## config.mk

```make
export PLATFORM = sky130hd
export DESIGN_NAME = input_change_reporter_core
export DESIGN_NICKNAME = d
export VERILOG_FILES = /design/src/hdl/icr_pkg.sv /design/src/hdl/input_change_reporter_core.sv
export SDC_FILE = /design/constraint.sdc
export NUM_CORES = 1
export LEC_CHECK = 0
export ABC_CLOCK_PERIOD_IN_PS = 7200
export BUFFER_PORTS_ARGS = -buffer_cell sky130_fd_sc_hd__buf_2
export CORE_MARGIN = 3
export CORE_UTILIZATION = 56
export CTS_CLUSTER_SIZE = 12
export DETAILED_ROUTE_END_ITERATION = 16
export MAX_ROUTING_LAYER = met4
export PLACE_DENSITY_LB_ADDON = 0.2
export REMOVE_ABC_BUFFERS = 1
export SETUP_SLACK_MARGIN = 0.15
export SLEW_MARGIN = 30
export SYNTH_ARGS = -nofsm -noshare
export SYNTH_HDL_FRONTEND = slang
export SYNTH_SLANG_ARGS = --single-unit
```

## constraint.sdc

```tcl
create_clock -name i_clk -period 7.2 [get_ports i_clk]
set_input_delay 1.08 -clock i_clk [delete_from_list [all_inputs] [get_ports i_clk]]
set_output_delay 1.08 -clock i_clk [all_outputs]
set_load 0.01 [all_outputs]
```

## src/hdl/icr_pkg.sv

```systemverilog
`timescale 1ns / 1ps

package icr_pkg;

    localparam int DIGITAL_PINS_DEF = 30;
    localparam int ANALOG_PINS_DEF  = 5;

    localparam int OP_W     = 3;
    localparam int PIN_W    = 5;
    localparam int MODE_W   = 3;
    localparam int SUB_W    = 3;
    localparam int THR_W    = 16;
    localparam int SAMPLE_W = 12;

    localparam logic [OP_W-1:0] OP_SET_MODE = 3'd0;
    localparam logic [OP_W-1:0] OP_MODIFY   = 3'd1;
    localparam logic [OP_W-1:0] OP_STOP     = 3'd2;
    localparam logic [OP_W-1:0] OP_RESUME   = 3'd3;
    localparam logic [OP_W-1:0] OP_DIGITAL  = 3'd4;
    localparam logic [OP_W-1:0] OP_ANALOG   = 3'd5;

    localparam logic [MODE_W-1:0] MODE_INPUT     = 3'd0;
    localparam logic [MODE_W-1:0] MODE_OUTPUT    = 3'd1;
    localparam logic [MODE_W-1:0] MODE_PWM       = 3'd2;
    localparam logic [MODE_W-1:0] MODE_PULL_UP   = 3'd3;
    localparam logic [MODE_W-1:0] MODE_PULL_DOWN = 3'd4;
    localparam logic [MODE_W-1:0] MODE_ANALOG    = 3'd5;
    localparam logic [MODE_W-1:0] MODE_NOT_SET   = 3'd7;

    localparam logic [SUB_W-1:0] SUB_DISABLE_ALL = 3'd0;
    localparam logic [SUB_W-1:0] SUB_ANALOG_EN   = 3'd1;
    localparam logic [SUB_W-1:0] SUB_DIGITAL_EN  = 3'd2;
    localparam logic [SUB_W-1:0] SUB_ANALOG_DIS  = 3'd3;
    localparam logic [SUB_W-1:0] SUB_DIGITAL_DIS = 3'd4;

    localparam logic KIND_DIGITAL = 1'b0;
    localparam logic KIND_ANALOG  = 1'b1;

    typedef struct packed {
        logic [MODE_W-1:0] mode;
        logic              last;
    } t_dig_entry;

    typedef struct packed {
        logic [SAMPLE_W-1:0] last;
        logic [THR_W-1:0]    thr;
    } t_ana_entry;

    function automatic logic is_input_mode(input logic [MODE_W-1:0] m);
        return (m == MODE_INPUT) || (m == MODE_PULL_UP) || (m == MODE_PULL_DOWN);
    endfunction

endpackage

```

## src/hdl/input_change_reporter_core.sv

```systemverilog
`timescale 1ns / 1ps

// a reported item reaches o_valid through the execute stage and output registers
// throughput: one item per cycle unless the output stalls; the pin tables are read at
// accept and written back at execute, forwarded when back-to-back items hit one entry
// reset: synchronous, active low; pipeline and output empty, reports running,
// every pin entry reads as its reset value through per-entry valid bits, no clearing pass
module input_change_reporter_core #(
    parameter int DIGITAL_PINS = icr_pkg::DIGITAL_PINS_DEF,
    parameter int ANALOG_PINS  = icr_pkg::ANALOG_PINS_DEF
) (
    input  logic                          i_clk,
    input  logic                          i_rst_n,
    input  logic                          i_valid,
    output logic                          o_stall,
    input  logic [icr_pkg::OP_W-1:0]      i_op,
    input  logic [icr_pkg::PIN_W-1:0]     i_pin,
    input  logic [icr_pkg::MODE_W-1:0]    i_mode,
    input  logic [icr_pkg::SUB_W-1:0]     i_sub_command,
    input  logic                          i_enable_flag,
    input  logic [icr_pkg::THR_W-1:0]     i_threshold,
    input  logic                          i_level,
    input  logic [icr_pkg::SAMPLE_W-1:0]  i_sample,
    output logic                          o_valid,
    input  logic                          i_stall,
    output logic                          o_report_kind,
    output logic [icr_pkg::PIN_W-1:0]     o_report_pin,
    output logic [icr_pkg::SAMPLE_W-1:0]  o_report_value
);
    import icr_pkg::*;

    localparam int DA = (DIGITAL_PINS > 1) ? $clog2(DIGITAL_PINS) : 1;
    localparam int AA = (ANALOG_PINS > 1) ? $clog2(ANALOG_PINS) : 1;

    // pin tables
    t_dig_entry r_dmem [DIGITAL_PINS];
    t_ana_entry r_amem [ANALOG_PINS];

    logic [DIGITAL_PINS-1:0] r_d_vld, n_d_vld;
    logic [DIGITAL_PINS-1:0] r_d_en, n_d_en;
    logic [ANALOG_PINS-1:0]  r_a_vld, n_a_vld;
    logic [ANALOG_PINS-1:0]  r_a_en, n_a_en;
    logic                    r_stop, n_stop;

    // execute stage
    logic                r_s1_vld;
    logic [OP_W-1:0]     r_op;
    logic [PIN_W-1:0]    r_pin;
    logic [MODE_W-1:0]   r_mode;
    logic [SUB_W-1:0]    r_sub;
    logic                r_en;
    logic [THR_W-1:0]    r_thr;
    logic                r_level;
    logic [SAMPLE_W-1:0] r_sample;
    t_dig_entry          r_drd, r_dfwd;
    t_ana_entry          r_ard, r_afwd;
    logic                r_dfwd_hit, r_afwd_hit;

    // output register
    logic                r_o_vld;
    logic                r_o_kind;
    logic [PIN_W-1:0]    r_o_pin;
    logic [SAMPLE_W-1:0] r_o_value;

    logic                in_acc, s1_fire;
    logic                d_in_rng, a_in_rng;
    logic [DA-1:0]       d_idx;
    logic [AA-1:0]       a_idx;
    t_dig_entry          d_cur, d_wr_data;
    t_ana_entry          a_cur, a_wr_data;
    logic                d_wr, a_wr;
    logic                rep;
    logic                rep_kind;
    logic [SAMPLE_W-1:0] rep_value;
    logic [SAMPLE_W-1:0] a_diff;

    assign s1_fire = r_s1_vld && (!r_o_vld || !i_stall);
    assign o_stall = r_s1_vld && !s1_fire;
    assign in_acc  = i_valid && !o_stall;

    assign d_idx    = r_pin[DA-1:0];
    assign a_idx    = r_pin[AA-1:0];
    assign d_in_rng = {1'b0, r_pin} < (PIN_W+1)'(DIGITAL_PINS);
    assign a_in_rng = {1'b0, r_pin} < (PIN_W+1)'(ANALOG_PINS);

    always_comb begin
        if (r_dfwd_hit) begin
            d_cur = r_dfwd;
        end else if (d_in_rng && r_d_vld[d_idx]) begin
            d_cur = r_drd;
        end else begin
            d_cur = '{mode: MODE_NOT_SET, last: 1'b0};
        end
        if (r_afwd_hit) begin
            a_cur = r_afwd;
        end else if (a_in_rng && r_a_vld[a_idx]) begin
            a_cur = r_ard;
        end else begin
            a_cur = '0;
        end
    end

    assign a_diff = (r_sample >= a_cur.last) ? (r_sample - a_cur.last)
                                             : (a_cur.last - r_sample);

    always_comb begin
        n_d_en    = r_d_en;
        n_a_en    = r_a_en;
        n_d_vld   = r_d_vld;
        n_a_vld   = r_a_vld;
        n_stop    = r_stop;
        d_wr      = 1'b0;
        a_wr      = 1'b0;
        d_wr_data = d_cur;
        a_wr_data = a_cur;
        rep       = 1'b0;
        rep_kind  = KIND_DIGITAL;
        rep_value = '0;
        if (s1_fire) begin
            unique case (r_op)
                OP_SET_MODE: begin
                    if (r_mode == MODE_ANALOG) begin
                        if (a_in_rng) begin
                            n_a_en[a_idx] = r_en;
                            a_wr          = 1'b1;
                            a_wr_data.thr = r_thr;
                        end
                    end else if (d_in_rng) begin
                        if (is_input_mode(r_mode)) begin
                            n_d_en[d_idx]  = r_en;
                            d_wr           = 1'b1;
                            d_wr_data.mode = r_mode;
                        end else if (r_mode == MODE_OUTPUT || r_mode == MODE_PWM) begin
                            d_wr           = 1'b1;
                            d_wr_data.mode = r_mode;
                        end
                    end
                end
                OP_MODIFY: begin
                    unique case (r_sub)
                        SUB_DISABLE_ALL: begin
                            n_d_en = '0;
                            n_a_en = '0;
                        end
                        SUB_ANALOG_EN, SUB_ANALOG_DIS: begin
                            if (a_in_rng) begin
                                n_a_en[a_idx] = (r_sub == SUB_ANALOG_EN);
                            end
                        end
                        SUB_DIGITAL_EN, SUB_DIGITAL_DIS: begin
                            if (d_in_rng && d_cur.mode != MODE_NOT_SET) begin
                                n_d_en[d_idx] = (r_sub == SUB_DIGITAL_EN);
                            end
                        end
                        default: ;
                    endcase
                end
                OP_STOP:   n_stop = 1'b1;
                OP_RESUME: n_stop = 1'b0;
                OP_DIGITAL: begin
                    if (!r_stop && d_in_rng && is_input_mode(d_cur.mode) && r_d_en[d_idx]
                        && r_level != d_cur.last) begin
                        d_wr           = 1'b1;
                        d_wr_data.last = r_level;
                        rep            = 1'b1;
                        rep_kind       = KIND_DIGITAL;
                        rep_value      = {{(SAMPLE_W-1){1'b0}}, r_level};
                    end
                end
                OP_ANALOG: begin
                    if (!r_stop && a_in_rng && r_a_en[a_idx]
                        && {{(THR_W-SAMPLE_W){1'b0}}, a_diff} >= a_cur.thr) begin
                        a_wr           = 1'b1;
                        a_wr_data.last = r_sample;
                        rep            = 1'b1;
                        rep_kind       = KIND_ANALOG;
                        rep_value      = r_sample;
                    end
                end
                default: ;
            endcase
            if (d_wr) begin
                n_d_vld[d_idx] = 1'b1;
            end
            if (a_wr) begin
                n_a_vld[a_idx] = 1'b1;
            end
        end
    end

    // table memories, read at accept and written back from the execute stage
    always_ff @(posedge i_clk) begin
        if (d_wr) begin
            r_dmem[d_idx] <= d_wr_data;
        end
        if (a_wr) begin
            r_amem[a_idx] <= a_wr_data;
        end
        if (in_acc) begin
            r_drd <= r_dmem[i_pin[DA-1:0]];
            r_ard <= r_amem[i_pin[AA-1:0]];
        end
    end

    // capture the input item and the write on the same edge as the read; register the report
    always_ff @(posedge i_clk) begin
        if (in_acc) begin
            r_op       <= i_op;
            r_pin      <= i_pin;
            r_mode     <= i_mode;
            r_sub      <= i_sub_command;
            r_en       <= i_enable_flag;
            r_thr      <= i_threshold;
            r_level    <= i_level;
            r_sample   <= i_sample;
            r_dfwd     <= d_wr_data;
            r_afwd     <= a_wr_data;
        end
        if (s1_fire) begin
            r_o_kind  <= rep_kind;
            r_o_pin   <= r_pin;
            r_o_value <= rep_value;
        end
    end

    always_ff @(posedge i_clk) begin
        if (!i_rst_n) begin
            r_s1_vld   <= 1'b0;
            r_o_vld    <= 1'b0;
            r_d_vld    <= '0;
            r_d_en     <= '0;
            r_a_vld    <= '0;
            r_a_en     <= '0;
            r_stop     <= 1'b0;
            r_dfwd_hit <= 1'b0;
            r_afwd_hit <= 1'b0;
        end else begin
            r_d_vld <= n_d_vld;
            r_d_en  <= n_d_en;
            r_a_vld <= n_a_vld;
            r_a_en  <= n_a_en;
            r_stop  <= n_stop;
            if (in_acc) begin
                r_s1_vld   <= 1'b1;
                r_dfwd_hit <= d_wr && (d_idx == i_pin[DA-1:0]);
                r_afwd_hit <= a_wr && (a_idx == i_pin[AA-1:0]);
            end else if (s1_fire) begin
                r_s1_vld <= 1'b0;
            end
            if (s1_fire) begin
                r_o_vld <= rep;
            end else if (!i_stall) begin
                r_o_vld <= 1'b0;
            end
        end
    end

    assign o_valid        = r_o_vld;
    assign o_report_kind  = r_o_kind;
    assign o_report_pin   = r_o_pin;
    assign o_report_value = r_o_value;

endmodule

```

After elaboration in Yosys (flattened, before gate mapping)

Memory sizes are Yosys's and may differ from the RTL's. A register that Yosys moved wholly into a read port is not among the register bits.
Index checks and enable logic that the tools add are counted.

Add/sub/neg operators: 2
Multiply operators: 0
Div/mod/pow operators: 0
$lt $le $gt $ge: 8
Eq/ne operators: 30
Shift operators: 0
Mux-type cells: 73
Bitwise gates (word level): 2
Reductions and logical operators: 42

Operator list:

| cell                                                | count |
|---|---|
| 2-to-1 mux 30 bit                                   | 4 |
| one-hot mux 30 bit (2 select lines)                 | 2 |
| 2-to-1 mux 28 bit                                   | 3 |
| bitwise mux 30 bit                                  | 2 |
| 2-to-1 mux 12 bit                                   | 4 |
| 2-to-1 mux 16 bit                                   | 3 |
| OR 30 bit                                           | 1 |
| 2-to-1 mux 1 bit                                    | 29 |
| one-hot mux 12 bit (2 select lines)                 | 1 |
| subtractor 12 bit                                   | 2 |
| equality test 3 x 2 -> 1 bit, second input constant | 7 |
| one-hot mux 5 bit (2 select lines)                  | 2 |
| equality test 3 bit, second input constant          | 6 |
| logical AND 1 bit                                   | 17 |
| >= comparator 12 x 16 -> 1 bit                      | 1 |
| 2-to-1 mux 3 bit                                    | 5 |
| 2-to-1 mux 5 bit                                    | 3 |
| >= comparator 12 bit                                | 1 |
| zero test 3 bit                                     | 4 |
| 2-to-1 mux 4 bit                                    | 3 |
| binary-select mux 1 bit (select 5 bit)              | 2 |
| bitwise mux 5 bit                                   | 2 |
| != test 2 bit, second input constant                | 5 |
| equality test 3 x 1 -> 1 bit, second input constant | 3 |
| 25 further kinds                                    | 45 |

Register bits: 169
Latch bits: 0
RAM bits: 260
Bits in read-only memories: 0
Bits of input ports: 48
Output and inout bits: 20
Logic and storage cells: 183
Memories: 2

Memory list:

| memory | depth | bits a word | read ports | clocked after memory_dff | write ports | RTL line                         | RTL |
|---|---|---|---|---|---|---|---|
| r_amem | 5     | 28          | 1          | 1                        | 1           | input_change_reporter_core.sv:37 | `t_ana_entry r_amem [ANALOG_PINS];` |
| r_dmem | 30    | 4           | 1          | 1                        | 1           | input_change_reporter_core.sv:36 | `t_dig_entry r_dmem [DIGITAL_PINS];` |

Longest topological paths before layout

Depth in word-level cells: 17
Mapped depth: 28
Depth with buffers taken out: 24

Least setup slack after synthesis

OpenSTA, ideal clock, no wires.

Path type: flip-flop to flip-flop
Start point: register r_pin[0], in the netlist d_idx[0]
End point: memory r_amem[4][0] in the netlist's numbering (enable)
Setup time: 0.459 ns
Arrival: 6.771 ns
Required time: 6.741 ns
Setup slack: -0.030 ns
Cell stages (with the launch flop): 24
Buffers on the path: 5
Clock period less this slack: 7.230 ns
Cells stage by stage: edfxtp_1 > buf_6 > buf_6 > and2b_1 > a221oi_2 > nor3_2 > clkbuf_1 > a22o_1 > ha_1 > clkbuf_1 > nand2_1 > nor4_1 > o21ai_0 > and2_1 > and4b_1 > nor4_2 > o221ai_1 > xor2_1 > ha_1 > nand4_1 > a211oi_1 > o21ai_0 > buf_2 > a211oi_1

Cells in the longest elaborated chain, start to end: 15
Elaborated cells between the ends (all ways): 24
Classes of those cells: 2 x add/sub; 3 x order compare; 15 x mux; 4 x reduce/logical

RTL lines:

| what                                      | RTL line                          | RTL |
|---|---|---|
| from (decl)                               | input_change_reporter_core.sv:48  | `logic [PIN_W-1:0] r_pin;` |
| from (signal assigned)                    | input_change_reporter_core.sv:209 | `r_pin <= i_pin;` |
| binary-select mux 1 bit (select 3 bit)    | input_change_reporter_core.sv:96  | `end else if (a_in_rng && r_a_vld[a_idx]) begin` |
| 2-to-1 mux 1 bit (not written as such)    | input_change_reporter_core.sv:96  |  |
| logical AND 1 bit                         | input_change_reporter_core.sv:96  |  |
| 2-to-1 mux 28 bit                         | input_change_reporter_core.sv:96  |  |
| 2-to-1 mux 28 bit                         | input_change_reporter_core.sv:94  | `if (r_afwd_hit) begin` |
| subtractor 12 bit (tied with other cells) | input_change_reporter_core.sv:104 | `: (a_cur.last - r_sample);` |
| 2-to-1 mux 12 bit                         | input_change_reporter_core.sv:103 | `assign a_diff = (r_sample >= a_cur.last) ? (r_sample - a_cur.last)` |
| >= comparator 12 x 16 -> 1 bit            | input_change_reporter_core.sv:172 | `&& {{(THR_W-SAMPLE_W){1'b0}}, a_diff} >= a_cur.thr) begin` |
| logical AND 1 bit                         | input_change_reporter_core.sv:172 |  |
| 2-to-1 mux 1 bit                          | input_change_reporter_core.sv:171 | `if (!r_stop && a_in_rng && r_a_en[a_idx]` |
| one-hot mux 1 bit (2 select lines)        | input_change_reporter_core.sv:120 | `unique case (r_op)` |
| 2-to-1 mux 1 bit (2 in series)            | input_change_reporter_core.sv:119 | `if (s1_fire) begin` |
| 2-to-1 mux 1 bit                          | input_change_reporter_core.sv:196 | `if (a_wr) begin` |
| 2-to-1 mux 1 bit (not written as such)    | input_change_reporter_core.sv:197 | `r_amem[a_idx] <= a_wr_data;` |
| to (decl)                                 | input_change_reporter_core.sv:37  |  |

Parallel ways exist; a longest one is shown, timed or not. The select of a mux whose other input is x is not followed.

==> flow_metrics.env <==
export IMPL_status="finished clean"
export IMPL_timing_fmax_ghz=0.152
export IMPL_grt_usage=0.248
export IMPL_grt_overflow_total=0
export IMPL_wl_per_cell_um=23.8
export IMPL_hold_class="reg -> reg"
export IMPL_first_iter_violations=994
export IMPL_synth_area_um2=19900
export IMPL_post_synth_cell_area_avg_um2=14.8
export IMPL_crit_arrival_ns=6.92
export IMPL_clock_tree_root_cell="clkbuf_16"
export IMPL_ys_ff_latch=461
export IMPL_yosysTopAreaCell="edfxtp_1"
export IMPL_total_power_mw=5.56
export IMPL_p_sw_mw=1.20
export IMPL_die_y_um=195
export IMPL_die_x_um=195
export IMPL_finClkSkew_ns=0.0244
export IMPL_numCtsBuffers=47
export IMPL_crit_family="compound AO/OA/AOI/OAI gates"
export IMPL_nNetsFinal=1506
export IMPL_port_buffers=67
export IMPL_synth_edf_count=386
export IMPL_remaining_drc_errors=0
export IMPL_synth_cell_type_count=75
export IMPL_rows=68
export IMPL_drv_cap=0
export IMPL_netlist_instances=1345
export IMPL_hold_viol_final=0
export IMPL_grt_max_degree=81
export IMPL_antenna_cells=0
export IMPL_clkSinkCount=461
export IMPL_slew_violations=0
export IMPL_synth_area_top_cells="edfxtp_1, mux4_2, dfxtp_1"
export IMPL_power_leakage_nw=7.48
export IMPL_crit_slowest_cell="edfxtp_1"
export IMPL_rsz0062_at_grt="true"
export IMPL_ys_seq_area_frac=0.657
export IMPL_grt_pass1_vias=12000
export IMPL_crit_chain="clkinvlp_4 > a221oi_4 > nor3_4 > buf_4 > a22oi_1 > inv_1 > ha_1 > nand4_1 > nor4_1 > o21ai_0 > and2_1 > and2_1 > o31a_1 > xor2_1 > ha_1 > nand3_1 > o211a_1 > a211oi_1 > o21ai_2 > buf_4 > clkinvlp_4 > a21oi_1 > a21oi_1"
export IMPL_gp_congestion=0.919
export IMPL_path_class="reg -> reg"
export IMPL_ios=68
export IMPL_slowest_delay_ns=0.56
export IMPL_hpwl_um=29200
export IMPL_dieArea_um2=37900
export IMPL_fin_crit_ns=6.59
export IMPL_placed_cells=1827
export IMPL_htree_levels=2
export IMPL_wl_um=45500
export IMPL_end_kind="register"
export IMPL_p_int_mw=4.35
export IMPL_async_reset_ff_frac=0
export IMPL_critPathLaunchType="register"
export IMPL_fillers=2504
export IMPL_combPwrFrac=0.062
export IMPL_crit_path_max_fanout=20
export IMPL_period_share=0.915
export IMPL_synth_top_cell_area_share=0.582
export IMPL_initial_core_util=0.572
export IMPL_clkLatencyLatePin_ns=0.58
export IMPL_drive_above_1_share=0.221
export IMPL_final_antenna_net_count=0
export IMPL_drt_first_pass_iters=5
export IMPL_peakVddDrop_mv=0.229
export IMPL_via_per_inst=6.17
export IMPL_cts_path_max_buffers=3
export IMPL_relSlewSlack=0.319
export IMPL_yosysWarnings=0
export IMPL_critPathRequiredTime_ns=7.53
export IMPL_p_clk_frac=0.408
export IMPL_cts_tree="done"
export IMPL_grt_first_pass_wirelength_um=70300
export IMPL_antenna_found_initial=0
export IMPL_clk_pin_slew_ns=0.06
export IMPL_power_frac_seq=0.530
export IMPL_critPathBufInv=5
export IMPL_vias=11800
export IMPL_final_cells=1911
export IMPL_setup_viol=0
export IMPL_power_density_nw_per_um2=249
export IMPL_fp_coreArea_um2=34800
export IMPL_sw_frac_of_total=0.217
export IMPL_worst_slew_pin_slew_ns=1.02
export IMPL_area_growth_pct=12.1
export IMPL_synth_ff_type="edfxtp_1"
==> worst reg2reg max path: stages, from the launching register on <==
cell,delay [ns]
edfxtp_1,0.56
clkinvlp_4,0.33
a221oi_4,0.44
nor3_4,0.14
buf_4,0.25
a22oi_1,0.23
inv_1,0.10
ha_1,0.39
nand4_1,0.23
nor4_1,0.35
o21ai_0,0.19
and2_1,0.24
and2_1,0.30
o31a_1,0.37
xor2_1,0.16
ha_1,0.34
nand3_1,0.09
o211a_1,0.22
a211oi_1,0.31
o21ai_2,0.13
buf_4,0.24
clkinvlp_4,0.25
a21oi_1,0.11
a21oi_1,0.38
==> registers in the layout (all words and copies together), names as in the netlist, 12 cells and up <==
signal and cells:
r_amem 140, r_afwd 28, r_d_en 30, r_ard 28, o_report_value 12, r_d_vld 30
r_thr 16, r_dmem 120, r_sample 12
==> layout by cell type (no fill, tap or decap), types with 22 or more instances in the layout <==
master	instances
a22oi_1	25
nor2b_1	35
buf_4	40
clkbuf_1	22
inv_1	35
o22ai_1	26
dfxtp_1	75
buf_2	66
nand2_1	107
a41oi_1	27
nor2_1	89
clkbuf_16	48
o21ai_0	25
ha_1	34
mux2_2	45
mux4_2	75
edfxtp_1	386
a21oi_1	59
a21boi_0	33
==> final cells by class <==
class / count / area, µm² / area share
flip-flops and latches: 461 / 13100 / 0.586
multi-input cells: 764 / 6430 / 0.288
clock buffers: 73 / 1330 / 0.0593
repair buffers: 109 / 673 / 0.0301
well taps: 455 / 569 / 0.0255
inverters: 39 / 156 / 0.00700
clock inverters: 10 / 88.8 / 0.00398
==> power groups by stage <==
stage	combinational, mW	clock [mW]	sequential (mW)
2_1_floorplan	0.200	0	3.00
3_3_place_gp	0.337	0	3.00
3_5_place_dp	0.340	0	3.00
4_1_cts	0.343	2.32	2.94
5_1_grt	0.376	2.41	2.95
6_report	0.344	2.27	2.95
==> cells by family after synthesis <==
family	Yosys count	synth area share
AO/OA/AOI/OAI	271	0.0955
XOR/XNOR	18	0.00791
adder cells (fa/ha/maj)	37	0.0239
buffers and inverters	120	0.0260
flip-flops	461	0.657
multiplexers	132	0.118
AND/OR/NAND/NOR	306	0.0713
==> repair_timing <==
item | CTS | global route
hold buffers | 0 | 0
setup buffers | 0 | 1
gates resized for setup | 0 | 7
endpoints found under the setup margin | 0 | 147
==> Yosys cell counts, types with 26 or more instances <==
library cell and instances:
a21boi_0 33, a21oi_1 61, a41oi_1 27, clkbuf_1 48, dfxtp_1 75, edfxtp_1 386
ha_1 34, inv_1 37, mux2_2 45, mux4_2 75, nand2_1 108, nor2_1 90
nor2b_1 35, o21ai_0 26, o22ai_1 26
==> layer usage <==
layer / wire length [µm] / vias to the layer above / track usage
li1: - / 5356 / -
met1: 19000 / 5940 / 0.326
met2: 22400 / 392 / 0.396
met3: 2640 / 97 / 0.0407
met4: 1470 / 0 / 0.0894
met5: 0 / - / -
==> path summary, 6_finish.rpt <==
kind | from | end | slack [ns] | depth (start not counted)
setup / recovery | d_idx[0] | r_amem[1][16] | 0.61 | 23
hold / removal | r_d_vld[26] | r_d_vld[26] | 0.46 | 1
setup reg to reg | d_idx[0] | r_amem[1][16] | 0.61 | 23
hold reg to reg | r_d_vld[26] | r_d_vld[26] | 0.46 | 1
==> per-stage QoR <==
step                cell area (µm²)  utilization  setup slack, ns  hold WS (ns)  setup TNS (ns)
floorplan                     19600            -            -1.34         0.434         -198.32
global placement              20900        0.600            0.684         0.442               0
detailed placement            20900        0.600            0.440         0.450               0
CTS                           22300        0.640            0.348         0.464               0
global route                  22300        0.642            0.112         0.473               0
finish                        22300        0.642            0.612         0.461               0
Note: power is estimated with default switching activity, not from simulation.
